--- config.mk ---
export PLATFORM = sky130hd
export DESIGN_NAME = three_level_direct_mapped_cache_core_flat
export DESIGN_NICKNAME = d
export VERILOG_FILES = /design/src/hdl/tldm_pkg.sv /design/src/hdl/tldm_if.sv /design/src/hdl/tldm_cfg_regs.sv /design/src/hdl/tldm_slot_div.sv /design/src/hdl/tldm_lookup.sv /design/src/hdl/three_level_direct_mapped_cache_core.sv /design/src/flat_wrapper.sv
export SDC_FILE = /design/constraint.sdc
export NUM_CORES = 1
export LEC_CHECK = 0
export ABC_CLOCK_PERIOD_IN_PS = 5480
export BUFFER_PORTS_ARGS = -buffer_cell sky130_fd_sc_hd__buf_2
export CAP_MARGIN = 40
export CORE_AREA = 8 8 426 262
export DETAILED_ROUTE_END_ITERATION = 10
export DIE_AREA = 0 0 434 270
export SLEW_MARGIN = 20
export SYNTH_ARGS = -nofsm -noshare
export SYNTH_HDL_FRONTEND = slang
export SYNTH_SLANG_ARGS = --single-unit
--- constraint.sdc ---
create_clock -name clk -period 5.48 [get_ports clk]
set_input_delay 0.274 -clock clk [delete_from_list [all_inputs] [get_ports clk]]
set_output_delay 0.274 -clock clk [all_outputs]
set_load 0.05 [all_outputs]
--- src/hdl/tldm_pkg.sv ---
// ============================================================================
// tldm_pkg
// Shared widths, codes and types of the three-level direct-mapped cache core.
// ============================================================================
`default_nettype none

package tldm_pkg;

    // Field widths of the request, response and configuration channels
    localparam int BLOCK_ADDRESS_BITS = 16;
    localparam int HIT_LEVEL_BITS     = 2;
    localparam int ACCESS_COST_BITS   = 10;
    localparam int COST_BITS          = 8;
    localparam int CFG_INDEX_BITS     = 8;
    localparam int CFG_DATA_BITS      = 8;

    // Default geometry
    localparam int DEF_LEVEL_ONE_SETS   = 8;
    localparam int DEF_LEVEL_TWO_SETS   = 16;
    localparam int DEF_LEVEL_THREE_SETS = 32;
    localparam int DEF_ADDRESS_BITS     = 16;

    // Cost register values after reset
    localparam logic [COST_BITS-1:0] COST_LEVEL_ONE_RESET   = 8'd1;
    localparam logic [COST_BITS-1:0] COST_LEVEL_TWO_RESET   = 8'd10;
    localparam logic [COST_BITS-1:0] COST_LEVEL_THREE_RESET = 8'd100;
    localparam logic [COST_BITS-1:0] COST_MAIN_MEMORY_RESET = 8'd200;

    // Where a request was found
    typedef enum logic [HIT_LEVEL_BITS-1:0] {
        HIT_LEVEL_ONE   = 2'd0,
        HIT_LEVEL_TWO   = 2'd1,
        HIT_LEVEL_THREE = 2'd2,
        HIT_MAIN_MEMORY = 2'd3
    } hit_level_t;

    // Configuration register indexes
    typedef enum logic [CFG_INDEX_BITS-1:0] {
        CFG_COST_LEVEL_ONE   = 8'd0,
        CFG_COST_LEVEL_TWO   = 8'd1,
        CFG_COST_LEVEL_THREE = 8'd2,
        CFG_COST_MAIN_MEMORY = 8'd3
    } cfg_index_t;

    typedef struct packed {
        logic [COST_BITS-1:0] level_one;
        logic [COST_BITS-1:0] level_two;
        logic [COST_BITS-1:0] level_three;
        logic [COST_BITS-1:0] main_memory;
    } cost_set_t;

    typedef struct packed {
        hit_level_t                  hit_level;
        logic [ACCESS_COST_BITS-1:0] access_cost;
    } lookup_result_t;

endpackage

`default_nettype wire

--- src/hdl/tldm_if.sv ---
// ============================================================================
// tldm_if
// Valid/ready channel interfaces: request, response and configuration write.
// ============================================================================
`default_nettype none

interface tldm_req_if
    import tldm_pkg::*;
();
    logic                          valid;
    logic                          ready;
    logic [BLOCK_ADDRESS_BITS-1:0] block_address;

    modport source (output valid, output block_address, input ready);
    modport sink   (input valid, input block_address, output ready);
endinterface

interface tldm_rsp_if
    import tldm_pkg::*;
();
    logic                        valid;
    logic                        ready;
    logic [HIT_LEVEL_BITS-1:0]   hit_level;
    logic [ACCESS_COST_BITS-1:0] access_cost;

    modport source (output valid, output hit_level, output access_cost, input ready);
    modport sink   (input valid, input hit_level, input access_cost, output ready);
endinterface

interface tldm_cfg_if
    import tldm_pkg::*;
();
    logic                      valid;
    logic                      ready;
    logic [CFG_INDEX_BITS-1:0] index;
    logic [CFG_DATA_BITS-1:0]  data;

    modport source (output valid, output index, output data, input ready);
    modport sink   (input valid, input index, input data, output ready);
endinterface

`default_nettype wire

--- src/hdl/tldm_cfg_regs.sv ---
// ============================================================================
// tldm_cfg_regs
// Cost registers of the four levels, written through the configuration port.
// ============================================================================
`default_nettype none

module tldm_cfg_regs
    import tldm_pkg::*;
(
    input  wire logic                      clk,
    input  wire logic                      rst_n,
    input  wire logic                      wr_en,
    input  wire logic [CFG_INDEX_BITS-1:0] wr_index,
    input  wire logic [CFG_DATA_BITS-1:0]  wr_data,
    output cost_set_t                      costs
);

    cost_set_t costs_reg;
    cost_set_t costs_next;

    // Decode the register index; drop writes to unknown indexes
    always_comb
    begin
        costs_next = costs_reg;
        if (wr_en)
        begin
            case (wr_index)
                CFG_COST_LEVEL_ONE:   costs_next.level_one   = COST_BITS'(wr_data);
                CFG_COST_LEVEL_TWO:   costs_next.level_two   = COST_BITS'(wr_data);
                CFG_COST_LEVEL_THREE: costs_next.level_three = COST_BITS'(wr_data);
                CFG_COST_MAIN_MEMORY: costs_next.main_memory = COST_BITS'(wr_data);
                default:              costs_next = costs_reg;
            endcase
        end
    end

    always_ff @(posedge clk or negedge rst_n)
    begin
        if (!rst_n)
        begin
            costs_reg.level_one   <= COST_LEVEL_ONE_RESET;
            costs_reg.level_two   <= COST_LEVEL_TWO_RESET;
            costs_reg.level_three <= COST_LEVEL_THREE_RESET;
            costs_reg.main_memory <= COST_MAIN_MEMORY_RESET;
        end
        else
        begin
            costs_reg <= costs_next;
        end
    end

    assign costs = costs_reg;

endmodule

`default_nettype wire

--- src/hdl/tldm_slot_div.sv ---
// ============================================================================
// tldm_slot_div
// Two-stage set index unit: address modulo the set count of one level.
// ============================================================================
`default_nettype none

module tldm_slot_div
    import tldm_pkg::*;
#(
    parameter int SETS       = DEF_LEVEL_ONE_SETS,
    parameter int ADDR_WIDTH = DEF_ADDRESS_BITS
)
(
    input  wire logic                  clk,
    input  wire logic                  load_a,
    input  wire logic                  load_b,
    input  wire logic [ADDR_WIDTH-1:0] addr_a,
    input  wire logic [ADDR_WIDTH-1:0] addr_b,
    output logic [((SETS > 1) ? $clog2(SETS) : 1)-1:0] slot
);

    // Quotient by multiply-high with a rounded-up reciprocal; exact for every
    // address of ADDR_WIDTH bits since the rounding error stays below SETS.
    localparam int LOG_SETS  = $clog2(SETS);
    localparam int SLOT_BITS = (SETS > 1) ? LOG_SETS : 1;
    localparam int SHIFT     = ADDR_WIDTH + LOG_SETS;
    localparam longint unsigned RECIP =
        ((64'd1 << SHIFT) + longint'(SETS) - 64'd1) / longint'(SETS);
    localparam int RECIP_BITS = ADDR_WIDTH + 1;
    localparam int PROD_BITS  = 2 * ADDR_WIDTH + 1 + LOG_SETS;
    localparam int BACK_BITS  = ADDR_WIDTH + LOG_SETS + 1;

    localparam logic [RECIP_BITS-1:0] RECIP_VALUE = RECIP_BITS'(RECIP);

    logic [ADDR_WIDTH-1:0] quot_reg;
    logic [SLOT_BITS-1:0]  slot_reg;
    logic [PROD_BITS-1:0]  prod;
    logic [PROD_BITS-1:0]  prod_shift;
    logic [BACK_BITS-1:0]  back_prod;
    logic [ADDR_WIDTH-1:0] rem;

    // Stage A: quotient estimate
    assign prod       = PROD_BITS'(addr_a) * PROD_BITS'(RECIP_VALUE);
    assign prod_shift = prod >> SHIFT;

    // Stage B: remainder from the registered quotient
    assign back_prod = BACK_BITS'(quot_reg) * BACK_BITS'(SETS);
    assign rem       = addr_b - back_prod[ADDR_WIDTH-1:0];

    always_ff @(posedge clk)
    begin
        if (load_a)
        begin
            quot_reg <= prod_shift[ADDR_WIDTH-1:0];
        end
        if (load_b)
        begin
            slot_reg <= SLOT_BITS'(rem);
        end
    end

    assign slot = slot_reg;

endmodule

`default_nettype wire

--- src/hdl/tldm_lookup.sv ---
// ============================================================================
// tldm_lookup
// Tag store of the three levels: probe, hit level, cost sum and line swaps.
// ============================================================================
`default_nettype none

module tldm_lookup
    import tldm_pkg::*;
#(
    parameter int LEVEL_ONE_SETS   = DEF_LEVEL_ONE_SETS,
    parameter int LEVEL_TWO_SETS   = DEF_LEVEL_TWO_SETS,
    parameter int LEVEL_THREE_SETS = DEF_LEVEL_THREE_SETS,
    parameter int ADDR_WIDTH       = DEF_ADDRESS_BITS
)
(
    input  wire logic                  clk,
    input  wire logic                  rst_n,
    input  wire logic                  commit,
    input  wire logic [ADDR_WIDTH-1:0] addr,
    input  wire logic [((LEVEL_ONE_SETS > 1) ? $clog2(LEVEL_ONE_SETS) : 1)-1:0]     slot1,
    input  wire logic [((LEVEL_TWO_SETS > 1) ? $clog2(LEVEL_TWO_SETS) : 1)-1:0]     slot2,
    input  wire logic [((LEVEL_THREE_SETS > 1) ? $clog2(LEVEL_THREE_SETS) : 1)-1:0] slot3,
    input  wire cost_set_t             costs,
    output lookup_result_t             result
);

    logic                  l1_valid_reg [LEVEL_ONE_SETS];
    logic [ADDR_WIDTH-1:0] l1_addr_reg  [LEVEL_ONE_SETS];
    logic                  l2_valid_reg [LEVEL_TWO_SETS];
    logic [ADDR_WIDTH-1:0] l2_addr_reg  [LEVEL_TWO_SETS];
    logic                  l3_valid_reg [LEVEL_THREE_SETS];
    logic [ADDR_WIDTH-1:0] l3_addr_reg  [LEVEL_THREE_SETS];

    logic                  l1_valid;
    logic [ADDR_WIDTH-1:0] l1_addr;
    logic                  l2_valid;
    logic [ADDR_WIDTH-1:0] l2_addr;
    logic                  hit1;
    logic                  hit2;
    logic                  hit3;

    // Probe all three levels at once
    assign l1_valid = l1_valid_reg[slot1];
    assign l1_addr  = l1_addr_reg[slot1];
    assign l2_valid = l2_valid_reg[slot2];
    assign l2_addr  = l2_addr_reg[slot2];
    assign hit1     = l1_valid && (l1_addr == addr);
    assign hit2     = l2_valid && (l2_addr == addr);
    assign hit3     = l3_valid_reg[slot3] && (l3_addr_reg[slot3] == addr);

    // Pick the hit level and add up the cost of every level probed
    always_comb
    begin
        result.access_cost = ACCESS_COST_BITS'(costs.level_one);
        if (hit1)
        begin
            result.hit_level = HIT_LEVEL_ONE;
        end
        else if (hit2)
        begin
            result.hit_level   = HIT_LEVEL_TWO;
            result.access_cost = result.access_cost + ACCESS_COST_BITS'(costs.level_two);
        end
        else if (hit3)
        begin
            result.hit_level   = HIT_LEVEL_THREE;
            result.access_cost = result.access_cost + ACCESS_COST_BITS'(costs.level_two)
                                 + ACCESS_COST_BITS'(costs.level_three);
        end
        else
        begin
            result.hit_level   = HIT_MAIN_MEMORY;
            result.access_cost = result.access_cost + ACCESS_COST_BITS'(costs.level_two)
                                 + ACCESS_COST_BITS'(costs.level_three)
                                 + ACCESS_COST_BITS'(costs.main_memory);
        end
    end

    // Move the block to level one, old level one down to level two and, when
    // level two missed, old level two down to level three
    always_ff @(posedge clk or negedge rst_n)
    begin
        if (!rst_n)
        begin
            for (int i = 0; i < LEVEL_ONE_SETS; i++)
            begin
                l1_valid_reg[i] <= 1'b0;
            end
            for (int i = 0; i < LEVEL_TWO_SETS; i++)
            begin
                l2_valid_reg[i] <= 1'b0;
            end
            for (int i = 0; i < LEVEL_THREE_SETS; i++)
            begin
                l3_valid_reg[i] <= 1'b0;
            end
        end
        else if (commit && !hit1)
        begin
            l1_valid_reg[slot1] <= 1'b1;
            l2_valid_reg[slot2] <= l1_valid;
            if (!hit2)
            begin
                l3_valid_reg[slot3] <= l2_valid;
            end
        end
    end

    // Line addresses carry no reset: an invalid line never hits
    always_ff @(posedge clk)
    begin
        if (commit && !hit1)
        begin
            l1_addr_reg[slot1] <= addr;
            l2_addr_reg[slot2] <= l1_addr;
            if (!hit2)
            begin
                l3_addr_reg[slot3] <= l2_addr;
            end
        end
    end

endmodule

`default_nettype wire

--- src/hdl/three_level_direct_mapped_cache_core.sv ---
// ============================================================================
// three_level_direct_mapped_cache_core
// Exclusive three-level direct-mapped tag cache with per-level access costs.
// ============================================================================
//
//  Channel | Dir | Payload                       | Accepted when
//  --------+-----+-------------------------------+---------------------
//  req     | in  | block_address[15:0]           | req.valid & req.ready
//  rsp     | out | hit_level[1:0], access_cost   | rsp.valid & rsp.ready
//  cfg     | in  | index[7:0], data[7:0]         | cfg.valid & cfg.ready
//
//  One request per cycle sustained while responses are taken; the quotient
//  estimate runs on the incoming address, the remainder is then computed from
//  the registered quotient, and probe, swap and cost sum are registered into
//  the response register that drives rsp.valid.
//  Reset clears all line valid bits and loads the default costs at once.
//  A stalled response holds the last stage; earlier stages keep filling.
//  cfg.ready is always high.
// ============================================================================
`default_nettype none

module three_level_direct_mapped_cache_core
    import tldm_pkg::*;
#(
    parameter int LEVEL_ONE_SETS   = DEF_LEVEL_ONE_SETS,
    parameter int LEVEL_TWO_SETS   = DEF_LEVEL_TWO_SETS,
    parameter int LEVEL_THREE_SETS = DEF_LEVEL_THREE_SETS,
    parameter int ADDRESS_BITS     = DEF_ADDRESS_BITS
)
(
    input  wire logic clk,
    input  wire logic rst_n,
    tldm_req_if.sink  req,
    tldm_rsp_if.source rsp,
    tldm_cfg_if.sink  cfg
);

    localparam int AW = (ADDRESS_BITS < BLOCK_ADDRESS_BITS) ? ADDRESS_BITS
                                                             : BLOCK_ADDRESS_BITS;
    localparam int S1_BITS = (LEVEL_ONE_SETS > 1) ? $clog2(LEVEL_ONE_SETS) : 1;
    localparam int S2_BITS = (LEVEL_TWO_SETS > 1) ? $clog2(LEVEL_TWO_SETS) : 1;
    localparam int S3_BITS = (LEVEL_THREE_SETS > 1) ? $clog2(LEVEL_THREE_SETS) : 1;

    logic           s1_valid_reg;
    logic           s2_valid_reg;
    logic           rsp_valid_reg;
    logic [AW-1:0]  s1_addr_reg;
    logic [AW-1:0]  s2_addr_reg;
    lookup_result_t rsp_result_reg;

    logic           out_ready;
    logic           s2_ready;
    logic           s1_ready;
    logic           load_s1;
    logic           load_s2;
    logic           commit;
    logic [AW-1:0]  in_addr;
    logic [S1_BITS-1:0] slot1;
    logic [S2_BITS-1:0] slot2;
    logic [S3_BITS-1:0] slot3;
    cost_set_t      costs;
    lookup_result_t lookup_result;

    // Stage handshakes: a stage advances when the next one is empty or moving
    assign out_ready = !rsp_valid_reg || rsp.ready;
    assign s2_ready  = !s2_valid_reg || out_ready;
    assign s1_ready  = !s1_valid_reg || s2_ready;
    assign load_s1   = req.valid && s1_ready;
    assign load_s2   = s1_valid_reg && s2_ready;
    assign commit    = s2_valid_reg && out_ready;
    assign req.ready = s1_ready;
    assign in_addr   = req.block_address[AW-1:0];

    // Configuration writes are always taken
    assign cfg.ready = 1'b1;

    tldm_cfg_regs u_cfg_regs (
        .clk      (clk),
        .rst_n    (rst_n),
        .wr_en    (cfg.valid),
        .wr_index (cfg.index),
        .wr_data  (cfg.data),
        .costs    (costs)
    );

    tldm_slot_div #(.SETS(LEVEL_ONE_SETS), .ADDR_WIDTH(AW)) u_slot1 (
        .clk    (clk),
        .load_a (load_s1),
        .load_b (load_s2),
        .addr_a (in_addr),
        .addr_b (s1_addr_reg),
        .slot   (slot1)
    );

    tldm_slot_div #(.SETS(LEVEL_TWO_SETS), .ADDR_WIDTH(AW)) u_slot2 (
        .clk    (clk),
        .load_a (load_s1),
        .load_b (load_s2),
        .addr_a (in_addr),
        .addr_b (s1_addr_reg),
        .slot   (slot2)
    );

    tldm_slot_div #(.SETS(LEVEL_THREE_SETS), .ADDR_WIDTH(AW)) u_slot3 (
        .clk    (clk),
        .load_a (load_s1),
        .load_b (load_s2),
        .addr_a (in_addr),
        .addr_b (s1_addr_reg),
        .slot   (slot3)
    );

    tldm_lookup #(
        .LEVEL_ONE_SETS   (LEVEL_ONE_SETS),
        .LEVEL_TWO_SETS   (LEVEL_TWO_SETS),
        .LEVEL_THREE_SETS (LEVEL_THREE_SETS),
        .ADDR_WIDTH       (AW)
    ) u_lookup (
        .clk    (clk),
        .rst_n  (rst_n),
        .commit (commit),
        .addr   (s2_addr_reg),
        .slot1  (slot1),
        .slot2  (slot2),
        .slot3  (slot3),
        .costs  (costs),
        .result (lookup_result)
    );

    // Advance the stage valid flags
    always_ff @(posedge clk or negedge rst_n)
    begin
        if (!rst_n)
        begin
            s1_valid_reg  <= 1'b0;
            s2_valid_reg  <= 1'b0;
            rsp_valid_reg <= 1'b0;
        end
        else
        begin
            if (s1_ready)
            begin
                s1_valid_reg <= req.valid;
            end
            if (s2_ready)
            begin
                s2_valid_reg <= s1_valid_reg;
            end
            if (out_ready)
            begin
                rsp_valid_reg <= s2_valid_reg;
            end
        end
    end

    // Carry the address along and capture the response
    always_ff @(posedge clk)
    begin
        if (load_s1)
        begin
            s1_addr_reg <= in_addr;
        end
        if (load_s2)
        begin
            s2_addr_reg <= s1_addr_reg;
        end
        if (commit)
        begin
            rsp_result_reg <= lookup_result;
        end
    end

    assign rsp.valid       = rsp_valid_reg;
    assign rsp.hit_level   = rsp_result_reg.hit_level;
    assign rsp.access_cost = rsp_result_reg.access_cost;

endmodule

`default_nettype wire

--- src/flat_wrapper.sv ---
// flat-port wrapper written by rule: the top's interface ports become plain ports
module three_level_direct_mapped_cache_core_flat import tldm_pkg::*;
#(
    parameter int LEVEL_ONE_SETS   = DEF_LEVEL_ONE_SETS,
    parameter int LEVEL_TWO_SETS   = DEF_LEVEL_TWO_SETS,
    parameter int LEVEL_THREE_SETS = DEF_LEVEL_THREE_SETS,
    parameter int ADDRESS_BITS     = DEF_ADDRESS_BITS
)
  (clk, rst_n, req_valid, req_block_address, req_ready, rsp_valid, rsp_hit_level, rsp_access_cost, rsp_ready, cfg_valid, cfg_index, cfg_data, cfg_ready);
  tldm_req_if req_i ();
  tldm_rsp_if rsp_i ();
  tldm_cfg_if cfg_i ();
  input  wire logic clk;
  input  wire logic rst_n;
  input wire logic [$bits(req_i.valid)-1:0] req_valid;
  input wire logic [$bits(req_i.block_address)-1:0] req_block_address;
  output wire logic [$bits(req_i.ready)-1:0] req_ready;
  output wire logic [$bits(rsp_i.valid)-1:0] rsp_valid;
  output wire logic [$bits(rsp_i.hit_level)-1:0] rsp_hit_level;
  output wire logic [$bits(rsp_i.access_cost)-1:0] rsp_access_cost;
  input wire logic [$bits(rsp_i.ready)-1:0] rsp_ready;
  input wire logic [$bits(cfg_i.valid)-1:0] cfg_valid;
  input wire logic [$bits(cfg_i.index)-1:0] cfg_index;
  input wire logic [$bits(cfg_i.data)-1:0] cfg_data;
  output wire logic [$bits(cfg_i.ready)-1:0] cfg_ready;
  assign req_i.valid = req_valid;
  assign req_i.block_address = req_block_address;
  assign req_ready = req_i.ready;
  assign rsp_valid = rsp_i.valid;
  assign rsp_hit_level = rsp_i.hit_level;
  assign rsp_access_cost = rsp_i.access_cost;
  assign rsp_i.ready = rsp_ready;
  assign cfg_i.valid = cfg_valid;
  assign cfg_i.index = cfg_index;
  assign cfg_i.data = cfg_data;
  assign cfg_ready = cfg_i.ready;
  three_level_direct_mapped_cache_core #(.LEVEL_ONE_SETS(LEVEL_ONE_SETS), .LEVEL_TWO_SETS(LEVEL_TWO_SETS), .LEVEL_THREE_SETS(LEVEL_THREE_SETS), .ADDRESS_BITS(ADDRESS_BITS)) u_core (.clk(clk), .rst_n(rst_n), .req(req_i), .rsp(rsp_i), .cfg(cfg_i));
endmodule
==> flow_metrics.env, run 1 <==
export IMPL_outcome="completed"
export IMPL_final_nets=2318
export IMPL_critPathLaunchType="flop"
export IMPL_tns_ns=0
export IMPL_hold_violations=0
export IMPL_fin_crit_sh=0.8878
export IMPL_final_cell_mix="edfxtp_1, mux4_2, mux2_2, buf_4, clkbuf_16"
export IMPL_antenna_found_initial=3
export IMPL_postCtsSetupRepairBufs=0
export IMPL_synth_top_area_cell="edfxtp_1"
export IMPL_holdWs_ns=0.1697
export IMPL_endpoint_kind="flop"
export IMPL_postCtsHoldBufs=28
export IMPL_instances_no_fill=3754
export IMPL_dp_cells=3556
export IMPL_die_h_um=270
export IMPL_cp_num_buf_inv=3
export IMPL_critPathTopFamily="multiplexers"
export IMPL_ys_seq_area_frac=0.7346
export IMPL_largest_reg_flops=512
export IMPL_grt_pass1_wl_mm=153.5
export IMPL_ir_worst_vdd_mv=0.2938
export IMPL_place_gp_congestion=0.8224
export IMPL_worstPathArrival_ns=5.27
export IMPL_hold_path_class="in -> reg"
export IMPL_setup_violations=0
export IMPL_clk_latency_ns=0.68
export IMPL_crit_slowest_cell="nand4_2"
export IMPL_htree_levels=3
export IMPL_portBuffers=50
export IMPL_clkTransAtPathRegs_ns=0.07
export IMPL_slew_violations=0
export IMPL_avgSynthCellArea_um2=20.18
export IMPL_max_freq_mhz=205.5
export IMPL_gr_usage_all_layers=0.1779
export IMPL_total_power_mw=19.44
export IMPL_fp_dieArea_um2=117200
export IMPL_numCtsBuffers=89
export IMPL_synth_flop_cell="edfxtp_1"
export IMPL_skew_ns=0.02861
export IMPL_worstPathRequired_ns=5.89
export IMPL_drcViolationCount=0
export IMPL_vias=21340
export IMPL_ys_top_cells_by_area="edfxtp_1, mux4_2, dfrtp_1, mux2_2, mux2i_1"
export IMPL_period_needed_ns=4.865
export IMPL_post_drt_wl_per_cell_um=28.31
export IMPL_crit_path_cell_trace="buf_12, buf_12, buf_4, mux4_2, mux2_2, o22ai_1, a221oi_1, xnor2_1, nor4b_1, nand4_2, mux2_2, o22ai_1, a21oi_1"
export IMPL_rsz0062_at_grt="false"
export IMPL_grt_max_degree=59
export IMPL_area_growth_pct=15.29
export IMPL_routed_wl_mm=106.3
export IMPL_synth_area_um2=41670
export IMPL_ios=52
export IMPL_utilization=0.4547
export IMPL_cp_max_fo=37
export IMPL_overflow=0
export IMPL_final_common_cell="edfxtp_1"
export IMPL_syn_nets=2129
export IMPL_fp_coreArea_um2=105700
export IMPL_worst_slew_pin_slew_ns=0.9136
export IMPL_r2r_cells=13
export IMPL_drv_cap=0
export IMPL_cts_root_buf="clkbuf_16"
export IMPL_grt_pass1_vias=21820
export IMPL_ys_warn_count=0
export IMPL_drive_gt1_frac=0.3170
export IMPL_clockBufferDepth=3
export IMPL_hold_start="cfg_index[1]"
export IMPL_drt_pass1_iter_count=5
export IMPL_start_util=0.3944
export IMPL_dieWidth_um=434
export IMPL_dpl_hpwl_mm=66.51
export IMPL_drt_iter0_drc=2577
export IMPL_cts_tree="yes"
export IMPL_whs_endpoint="u_core.u_cfg_regs.costs[30]$_DFFE_PN0P_"
export IMPL_synth_seq_cells=1036
export IMPL_max_stage_delay_ns=0.53
export IMPL_final_antenna_net_count=0
export IMPL_path_class="reg -> reg"
export IMPL_vias_per_cell=5.685
export IMPL_cts_resized=0
export IMPL_hold_path_cell_count=5
export IMPL_syn_inst=2065
export IMPL_async_flop_share=0.08784
export IMPL_synth_edf_count=940
export IMPL_cts_sinks=1036
export IMPL_rows=93
export IMPL_powerDensity_nw_per_um2=404.6
export IMPL_leakage_nw=16.10
export IMPL_r2r_end="u_core.rsp.access_cost[5]$_DFFE_PP_"
export IMPL_slew_headroom=0.3909
export IMPL_reg2reg_slack_ns=0.61
export IMPL_synth_top_area_share=0.6773
export IMPL_fillers=8971
export IMPL_ys_types=70
-- routing by layer --
metal / routed length, um / global-route usage
met5: 8 / 0
met4: 1921 / 0.04049
met3: 10290 / 0.05049
met2: 46100 / 0.2553
met1: 47940 / 0.2683
-- cell usage after synthesis, types with 3 or more instances --
cell       instances
edfxtp_1         940
mux4_2           226
mux2_2           109
mux2i_1           90
dfrtp_1           82
nor2_1            47
nand2_1           38
nor3_1            38
xor2_1            38
clkbuf_1          36
a21oi_1           34
buf_2             33
xnor2_1           30
ha_1              24
inv_1             23
o22ai_1           22
a22oi_1           21
nand3_1           17
o21ai_0           14
nand2b_1          13
nor4_1            13
buf_1             12
nor2b_1           12
o21bai_1          12
buf_4             11
a221oi_1          10
buf_6              9
dfstp_2            9
or2_2              9
nand4_1            8
nand3b_1           7
and3_1             6
a21o_1             5
dfxtp_1            5
a221o_1            4
or3_1              4
or3b_2             4
a211oi_1           3
a2bb2oi_1          3
a31oi_1            3
fa_1               3
inv_2              3
-- logic make-up (layout without fill, tap and decap cells) --
family / Yosys count / after routing / synth area share
AND/OR/NAND/NOR: 232 / 232 / 0.02984
adder cells (fa/ha/maj): 27 / 27 / 0.008647
AO/OA/AOI/OAI: 147 / 147 / 0.02390
XOR/XNOR: 68 / 68 / 0.01429
other: 1 / 2 / 0.00008998
multiplexers: 426 / 426 / 0.1735
buffers and inverters: 128 / 391 / 0.01513
flip-flops: 1036 / 1036 / 0.7346
-- final cells by class --
| type | instances | area, um^2 | area share |
|---|---|---|---|
| Sequential cell | 1036 | 30630 | 0.6374 |
| Multi-Input combinational cell | 901 | 10690 | 0.2224 |
| Clock buffer | 118 | 2490 | 0.05182 |
| Tap cell | 1425 | 1783 | 0.03711 |
| Timing Repair Buffer | 199 | 1679 | 0.03495 |
| Clock inverter | 47 | 678.2 | 0.01411 |
| Inverter | 27 | 101.3 | 0.002109 |
| Antenna cell | 1 | 2.502 | 0.00005208 |
-- worst max path at each step --
stage | from | end | cells past startpoint
5_1_grt | flop | u_core.rsp.access_cost[2]$_DFFE_PP_ | 13
3_5_place_dp | flop | u_core.rsp.access_cost[5]$_DFFE_PP_ | 13
2_1_floorplan | flop | u_core.u_lookup.l3_valid_reg[5]$_DFFE_PN0P_ | 15
6_report | flop | u_core.rsp.access_cost[5]$_DFFE_PP_ | 13
4_1_cts | flop | u_core.rsp.access_cost[5]$_DFFE_PP_ | 13
3_3_place_gp | flop | u_core.u_lookup.l3_valid_reg[4]$_DFFE_PN0P_ | 13
-- worst reg2reg max path: cells and delay by family (launching register included) --
kind | cells | cell delay (ns)
AOI/OAI and AO/OA | 4 | 0.68
muxes | 3 | 1.26
DFF | 1 | 0.51
buffers and inverters | 3 | 0.92
xor gates and xnor gates | 1 | 0.28
and+or+nand+nor | 2 | 0.95
-- through the flow --
step | cell area (um^2) | setup slack (ns)
after CTS | 47990 | 0.5851
after global placement | 44370 | 0.6594
after global routing | 48040 | 0.3075
after detailed placement | 44540 | 0.6193
final | 48050 | 0.6149
after floorplan | 41680 | 0.7345
-- report_power, final --
group	internal [mW]	leakage, nW	total [mW]	switching (mW)
Combinational	1.13	4.90	3.00	1.87
Clock	3.97	1.55	6.87	2.90
Sequential	9.38	9.65	9.57	0.183
No activity file was read; power rests on OpenSTA's default activity.
==> run 2: changes to the inputs <==
--- a/config.mk
+++ b/config.mk
@@ -5,13 +5,13 @@
 export SDC_FILE = /design/constraint.sdc
 export NUM_CORES = 1
 export LEC_CHECK = 0
-export ABC_CLOCK_PERIOD_IN_PS = 5480
+export ABC_CLOCK_PERIOD_IN_PS = 6200
 export BUFFER_PORTS_ARGS = -buffer_cell sky130_fd_sc_hd__buf_2
 export CAP_MARGIN = 40
 export CORE_AREA = 8 8 426 262
 export DETAILED_ROUTE_END_ITERATION = 10
 export DIE_AREA = 0 0 434 270
-export SLEW_MARGIN = 20
+export SLEW_MARGIN = 0
 export SYNTH_ARGS = -nofsm -noshare
 export SYNTH_HDL_FRONTEND = slang
 export SYNTH_SLANG_ARGS = --single-unit
==> constraint.sdc (replaced) <==
create_clock -name clk -period 6.2 [get_ports clk]
set_input_delay 0.31 -clock clk [delete_from_list [all_inputs] [get_ports clk]]
set_output_delay 0.31 -clock clk [all_outputs]
set_load 0.05 [all_outputs]
==> run 2 against run 1 <==
  * Clock power decreased by 18%
  * Highest routed layer unchanged
  * Critical path type unchanged
  * Maximum frequency decreased by 8.9%
  * Die area unchanged
  * Total power decreased by 14%
  * Wire length increased by 2.0%
==> flow_metrics.env, run 2 (synthesized netlist as in run 1, its figures left out) <==
export IMPL_cts_sinks=1036
export IMPL_antenna_found_initial=2
export IMPL_max_freq_mhz=187.2
export IMPL_grt_max_degree=67
export IMPL_endpoint_kind="flop"
export IMPL_htree_levels=3
export IMPL_multi_input_area_um2=10690
export IMPL_p_int_mw=12.34
export IMPL_vias=21210
export IMPL_cts_tree="yes"
export IMPL_setup_violations=0
export IMPL_drive_gt1_frac=0.3117
export IMPL_slew_headroom=0.3724
export IMPL_clk_latency_ns=0.69
export IMPL_dieWidth_um=434
export IMPL_gr_usage_all_layers=0.1818
export IMPL_cts_root_buf="clkbuf_16"
export IMPL_worstPathRequired_ns=6.62
export IMPL_p_clk_frac=0.334
export IMPL_final_nets=2320
export IMPL_drv_cap=0
export IMPL_switching_share=0.2639
export IMPL_preCtsSetupSlack_ns=0.8615
export IMPL_leakage_nw=15.93
export IMPL_drt_iter0_drc=2142
export IMPL_drcViolationCount=0
export IMPL_final_common_cell="edfxtp_1"
export IMPL_rows=93
export IMPL_grt_pass1_wl_mm=156.2
export IMPL_register_area_um2=30630
export IMPL_ios=52
export IMPL_area_growth_pct=14.56
export IMPL_fp_dieArea_um2=117200
export IMPL_instances_no_fill=3758
export IMPL_period_needed_ns=5.342
export IMPL_r2r_end="u_core.rsp.access_cost[8]$_SDFFCE_PP0P_"
export IMPL_ir_worst_vdd_mv=0.2215
export IMPL_clkTransAtPathRegs_ns=0.07
export IMPL_final_cell_mix="edfxtp_1, mux4_2, mux2_2, buf_4, clkbuf_16"
export IMPL_routed_wl_mm=108.4
export IMPL_worstPathArrival_ns=5.76
export IMPL_drt_pass1_iter_count=5
export IMPL_critPathLaunchType="flop"
export IMPL_grt_pass1_vias=22010
export IMPL_dpl_hpwl_mm=68.09
export IMPL_post_drt_wl_per_cell_um=28.85
export IMPL_numCtsBuffers=88
export IMPL_cp_max_fo=37
export IMPL_largest_reg_flops=512
export IMPL_clockBufferDepth=3
export IMPL_worst_slew_pin_slew_ns=0.9414
export IMPL_outcome="completed"
export IMPL_dp_cells=3561
export IMPL_r2r_cells=14
export IMPL_final_antenna_net_count=0
export IMPL_hold_path_class="in -> async"
export IMPL_die_h_um=270
export IMPL_fillers=8885
export IMPL_cts_resized=0
export IMPL_seqPwrFrac=0.507
export IMPL_setup_slack_ns=0.8577
export IMPL_fin_crit_sh=0.8617
export IMPL_skew_ns=0.02692
export IMPL_endpoint="u_core.rsp.access_cost[8]$_SDFFCE_PP0P_"
export IMPL_fp_coreArea_um2=105700
export IMPL_vias_per_cell=5.643
export IMPL_reg2reg_slack_ns=0.86
export IMPL_hold_violations=0
export IMPL_rsz0062_at_grt="false"
export IMPL_overflow=0
export IMPL_portBuffers=50
export IMPL_p_sw_mw=4.424
export IMPL_path_class="reg -> reg"
export IMPL_start_util=0.3944
export IMPL_slew_violations=0
export IMPL_tns_ns=0
export IMPL_combPwrFrac=0.159
export IMPL_place_gp_congestion=0.8557
export IMPL_powerDensity_nw_per_um2=351.2
export IMPL_total_power_mw=16.77
## run 2: cell count changes in the layout (fill, tap and decap cells not counted), moves of 4 or more
cell,before,now
buf_4,97,108
buf_12,12,8
clkinv_1,13,23
buf_6,4,0
bufinv_16,16,9
clkbuf_8,9,1
## run 2: stage by stage
| step | util | hold slack, ns | cell area, um^2 |
|---|---|---|---|
| after floorplan | - | 0.01441 | 41680 |
| after global routing | 0.4518 | 0.1153 | 47730 |
| final | 0.4519 | 0.09640 | 47740 |
| after detailed placement | 0.4217 | 0.2498 | 44560 |
| after global placement | 0.4201 | 0.2377 | 44390 |
| after CTS | 0.4514 | 0.07786 | 47690 |
## run 2: layout make-up
cell class	instances	share of cell area
diodes	4	0.0002097
multi-input cells	901	0.2239
flip-flops and latches	1036	0.6415
inverters	27	0.002123
clock buffers	110	0.04851
well taps	1425	0.03734
clock inverters	53	0.01132
repair buffers	202	0.03509
## run 2: timing repair
action | CTS | global route
hold buffers | 28 | 0
buffers inserted | 0 | 0
endpoints found under the hold margin | 95 | 0
## run 2: power by group through the flow
stage                     registers [mW]  clock network (mW)  logic, mW
after floorplan                     8.58                   0       1.63
after global placement              8.63                   0       2.54
after detailed placement            8.64                   0       2.62
after CTS                           8.50                5.70       2.65
after global routing                8.52                5.97       2.82
final                               8.49                5.61       2.67
## run 2: worst max-delay path: stages, from the launching register on
cell and delay, ns:
dfxtp_4 0.81, buf_12 0.30, buf_12 0.30, buf_4 0.40, mux4_2 0.57, o22ai_1 0.38
nor4_1 0.12, buf_4 0.17, xnor2_1 0.13, nand2_1 0.13, or3b_2 0.52, nor4_4 0.47
o21ai_0 0.17, nand3_1 0.12, mux2_1 0.33
## run 2: metal layers
layer / track usage / part of all wire
met5: 0.007143 / 0.0011
met4: 0.04350 / 0.023
met3: 0.06303 / 0.097
met2: 0.2605 / 0.43
met1: 0.2651 / 0.44
## run 2: worst min-delay path by stage
stage,start,to,cells past startpoint
final,rst_n,u_core.u_lookup.l2_valid_reg[1]$_DFFE_PN0P_,2
after global routing,rst_n,u_core.u_lookup.l1_valid_reg[2]$_DFFE_PN0P_,2
after CTS,rst_n,u_core.u_lookup.l2_valid_reg[1]$_DFFE_PN0P_,2
after detailed placement,rst_n,u_core.u_lookup.l2_valid_reg[1]$_DFFE_PN0P_,1
after global placement,rst_n,u_core.u_lookup.l2_valid_reg[1]$_DFFE_PN0P_,1
after floorplan,rst_n,u_core.rsp.valid$_DFFE_PN0P_,0
==> run 3: changes to the inputs <==
--- a/config.mk
+++ b/config.mk
@@ -5,7 +5,7 @@
 export SDC_FILE = /design/constraint.sdc
 export NUM_CORES = 1
 export LEC_CHECK = 0
-export ABC_CLOCK_PERIOD_IN_PS = 6200
+export ABC_CLOCK_PERIOD_IN_PS = 6600
 export BUFFER_PORTS_ARGS = -buffer_cell sky130_fd_sc_hd__buf_2
 export CAP_MARGIN = 40
 export CORE_AREA = 8 8 426 262
==> constraint.sdc (replaced) <==
create_clock -name clk -period 6.6 [get_ports clk]
set_input_delay 0.33 -clock clk [delete_from_list [all_inputs] [get_ports clk]]
set_output_delay 0.33 -clock clk [all_outputs]
set_load 0.05 [all_outputs]
==> run 3 against run 2 <==
  * Global-route usage decreased by 0.76 points
  * Worst setup slack improved by 0.39 ns
  * Count of clock-buffer cells in the layout increased by 7
  * First-iteration DRC count up 1.2%
  * Clock power decreased by 6.6%
  * Maximum frequency is 0.22% lower
  * Cell count decreased by 0.59%
  * Final area shrank 0.31%
  * Wire length decreased by 4.3%
  * Critical path depth fell by 1
  * Critical path type unchanged
  * Critical endpoint is now u_core.u_lookup.l3_valid_reg[9]$_DFFE_PN0P_
  * Largest power group unchanged
==> flow_metrics.env, run 3 (synthesized netlist as in run 1, its figures left out) <==
export IMPL_outcome="completed"
export IMPL_drv_cap=0
export IMPL_p_clk_frac=0.335
export IMPL_setup_slack_ns=1.246
export IMPL_worst_slew_pin_slew_ns=0.9108
export IMPL_fin_crit_sh=0.8112
export IMPL_powerDensity_nw_per_um2=329.0
export IMPL_worstPathArrival_ns=5.90
export IMPL_cp_max_fo=40
export IMPL_preCtsSetupSlack_ns=1.193
export IMPL_ir_worst_vdd_mv=0.2465
export IMPL_clockBufferDepth=3
export IMPL_rows=93
export IMPL_fp_dieArea_um2=117200
export IMPL_dp_cells=3543
export IMPL_drt_pass1_iter_count=5
export IMPL_fp_coreArea_um2=105700
export IMPL_start_util=0.3944
export IMPL_dieWidth_um=434
export IMPL_worstPathRequired_ns=7.15
export IMPL_hold_violations=0
export IMPL_routed_wl_mm=103.8
export IMPL_design_area_um2=47590
export IMPL_grt_pass1_vias=21490
export IMPL_endpoint_kind="flop"
export IMPL_skew_ns=0.02899
export IMPL_p_int_mw=11.57
export IMPL_ios=52
export IMPL_seqPwrFrac=0.509
export IMPL_cts_root_buf="clkbuf_16"
export IMPL_slew_violations=0
export IMPL_dpl_hpwl_mm=65.22
export IMPL_rsz0062_at_grt="false"
export IMPL_instances_no_fill=3736
export IMPL_hold_path_class="in -> async"
export IMPL_drcViolationCount=0
export IMPL_vias_per_cell=5.624
export IMPL_overflow=0
export IMPL_slew_headroom=0.3928
export IMPL_gr_usage_all_layers=0.1742
export IMPL_post_drt_wl_per_cell_um=27.77
export IMPL_dpl_cell_area_um2=44430
export IMPL_grt_max_degree=73
export IMPL_final_nets=2302
export IMPL_area_growth_pct=14.20
export IMPL_largest_reg_flops=512
export IMPL_htree_levels=3
export IMPL_antenna_found_initial=2
export IMPL_numCtsBuffers=89
export IMPL_die_h_um=270
export IMPL_final_common_cell="edfxtp_1"
export IMPL_utilization=0.4505
export IMPL_place_gp_congestion=0.8171
export IMPL_final_antenna_net_count=0
export IMPL_p_sw_mw=4.089
export IMPL_diodes=0
export IMPL_vias=21010
export IMPL_critPathLaunchType="flop"
export IMPL_clkTransAtPathRegs_ns=0.07
export IMPL_path_class="reg -> reg"
export IMPL_leakage_nw=15.85
export IMPL_postCtsSetupRepairBufs=0
export IMPL_clk_latency_ns=0.68
export IMPL_combPwrFrac=0.156
export IMPL_drive_gt1_frac=0.3107
export IMPL_tns_ns=0
export IMPL_max_freq_mhz=186.8
export IMPL_setup_violations=0
export IMPL_grt_pass1_wl_mm=150.7
export IMPL_cts_sinks=1036
export IMPL_final_cell_mix="edfxtp_1, mux4_2, mux2_2, clkbuf_16, buf_4"
export IMPL_drt_iter0_drc=2168
export IMPL_period_needed_ns=5.354
export IMPL_switching_share=0.2612
export IMPL_portBuffers=50
export IMPL_cts_tree="yes"
## run 3: repair_timing
item	4_1_cts	5_1_grt
gates resized for setup	0	0
hold buffers	28	0
endpoints found under the hold margin	82	0
## run 3: final timing paths
kind                                                 start                                      endpoint  slack [ns]  cells after the start
setup / recovery                                      flop   u_core.u_lookup.l3_valid_reg[9]$_DFFE_PN0P_        1.25                     13
hold reg to reg            u_core.s1_addr_reg[5]$_DFFE_PP_               u_core.s2_addr_reg[5]$_DFFE_PP_        0.42                      0
setup reg to reg                                      flop   u_core.u_lookup.l3_valid_reg[9]$_DFFE_PN0P_        1.25                     13
hold / removal                                       rst_n  u_core.u_lookup.l2_valid_reg[15]$_DFFE_PN0P_        0.15                      2
max in group asynchronous                            rst_n  u_core.u_lookup.l3_valid_reg[10]$_DFFE_PN0P_        5.16                      3
min in group clk                              cfg_index[0]       u_core.u_cfg_regs.costs[27]$_DFFE_PN0P_        0.20                      5
## run 3: power by group through the flow
| stage | clock, mW | sequential [mW] | combinational [mW] |
|---|---|---|---|
| after floorplan | 0 | 8.06 | 1.54 |
| after global placement | 0 | 8.09 | 2.35 |
| after detailed placement | 0 | 8.10 | 2.42 |
| after CTS | 5.34 | 7.96 | 2.45 |
| after global routing | 5.58 | 7.99 | 2.61 |
| final | 5.24 | 7.96 | 2.45 |
## run 3: metal layers
| layer | part of all wire | track usage | up-vias | wire, um |
|---|---|---|---|---|
| li1 | - | - | 8797 | - |
| met1 | 0.46 | 0.2683 | 11260 | 48240 |
| met2 | 0.44 | 0.2498 | 807 | 45250 |
| met3 | 0.080 | 0.04071 | 148 | 8251 |
| met4 | 0.019 | 0.04041 | 0 | 2023 |
| met5 | 0 | 0 | - | 0 |
## run 3: through the flow
step                hold slack, ns  power [mW]
CTS                         0.1222       15.75
finish                      0.1494       15.66
detailed placement          0.3209       10.53
floorplan                  0.03441       9.595
global placement            0.3080       10.44
global route                0.1564       16.17
## run 3: area by class of cell
cell class	count	area, um^2
multi-input combinational	901	10720
inverter	27	101.3
tap	1425	1783
clock buffer	117	2446
fill	8961	58060
timing repair buffer	183	1500
sequential	1036	30630
clock inverter	47	420.4
## run 3: critical path, stage by stage (launching register included)
cell	delay, ns
dfxtp_4	0.67
buf_12	0.38
mux4_2	0.54
mux2_2	0.43
xor2_1	0.21
nor4_1	0.31
nand4_1	0.20
nor3_4	0.51
clkinv_1	0.49
nand2_2	0.23
buf_4	0.52
nor3_2	0.10
buf_4	0.26
mux2_2	0.30
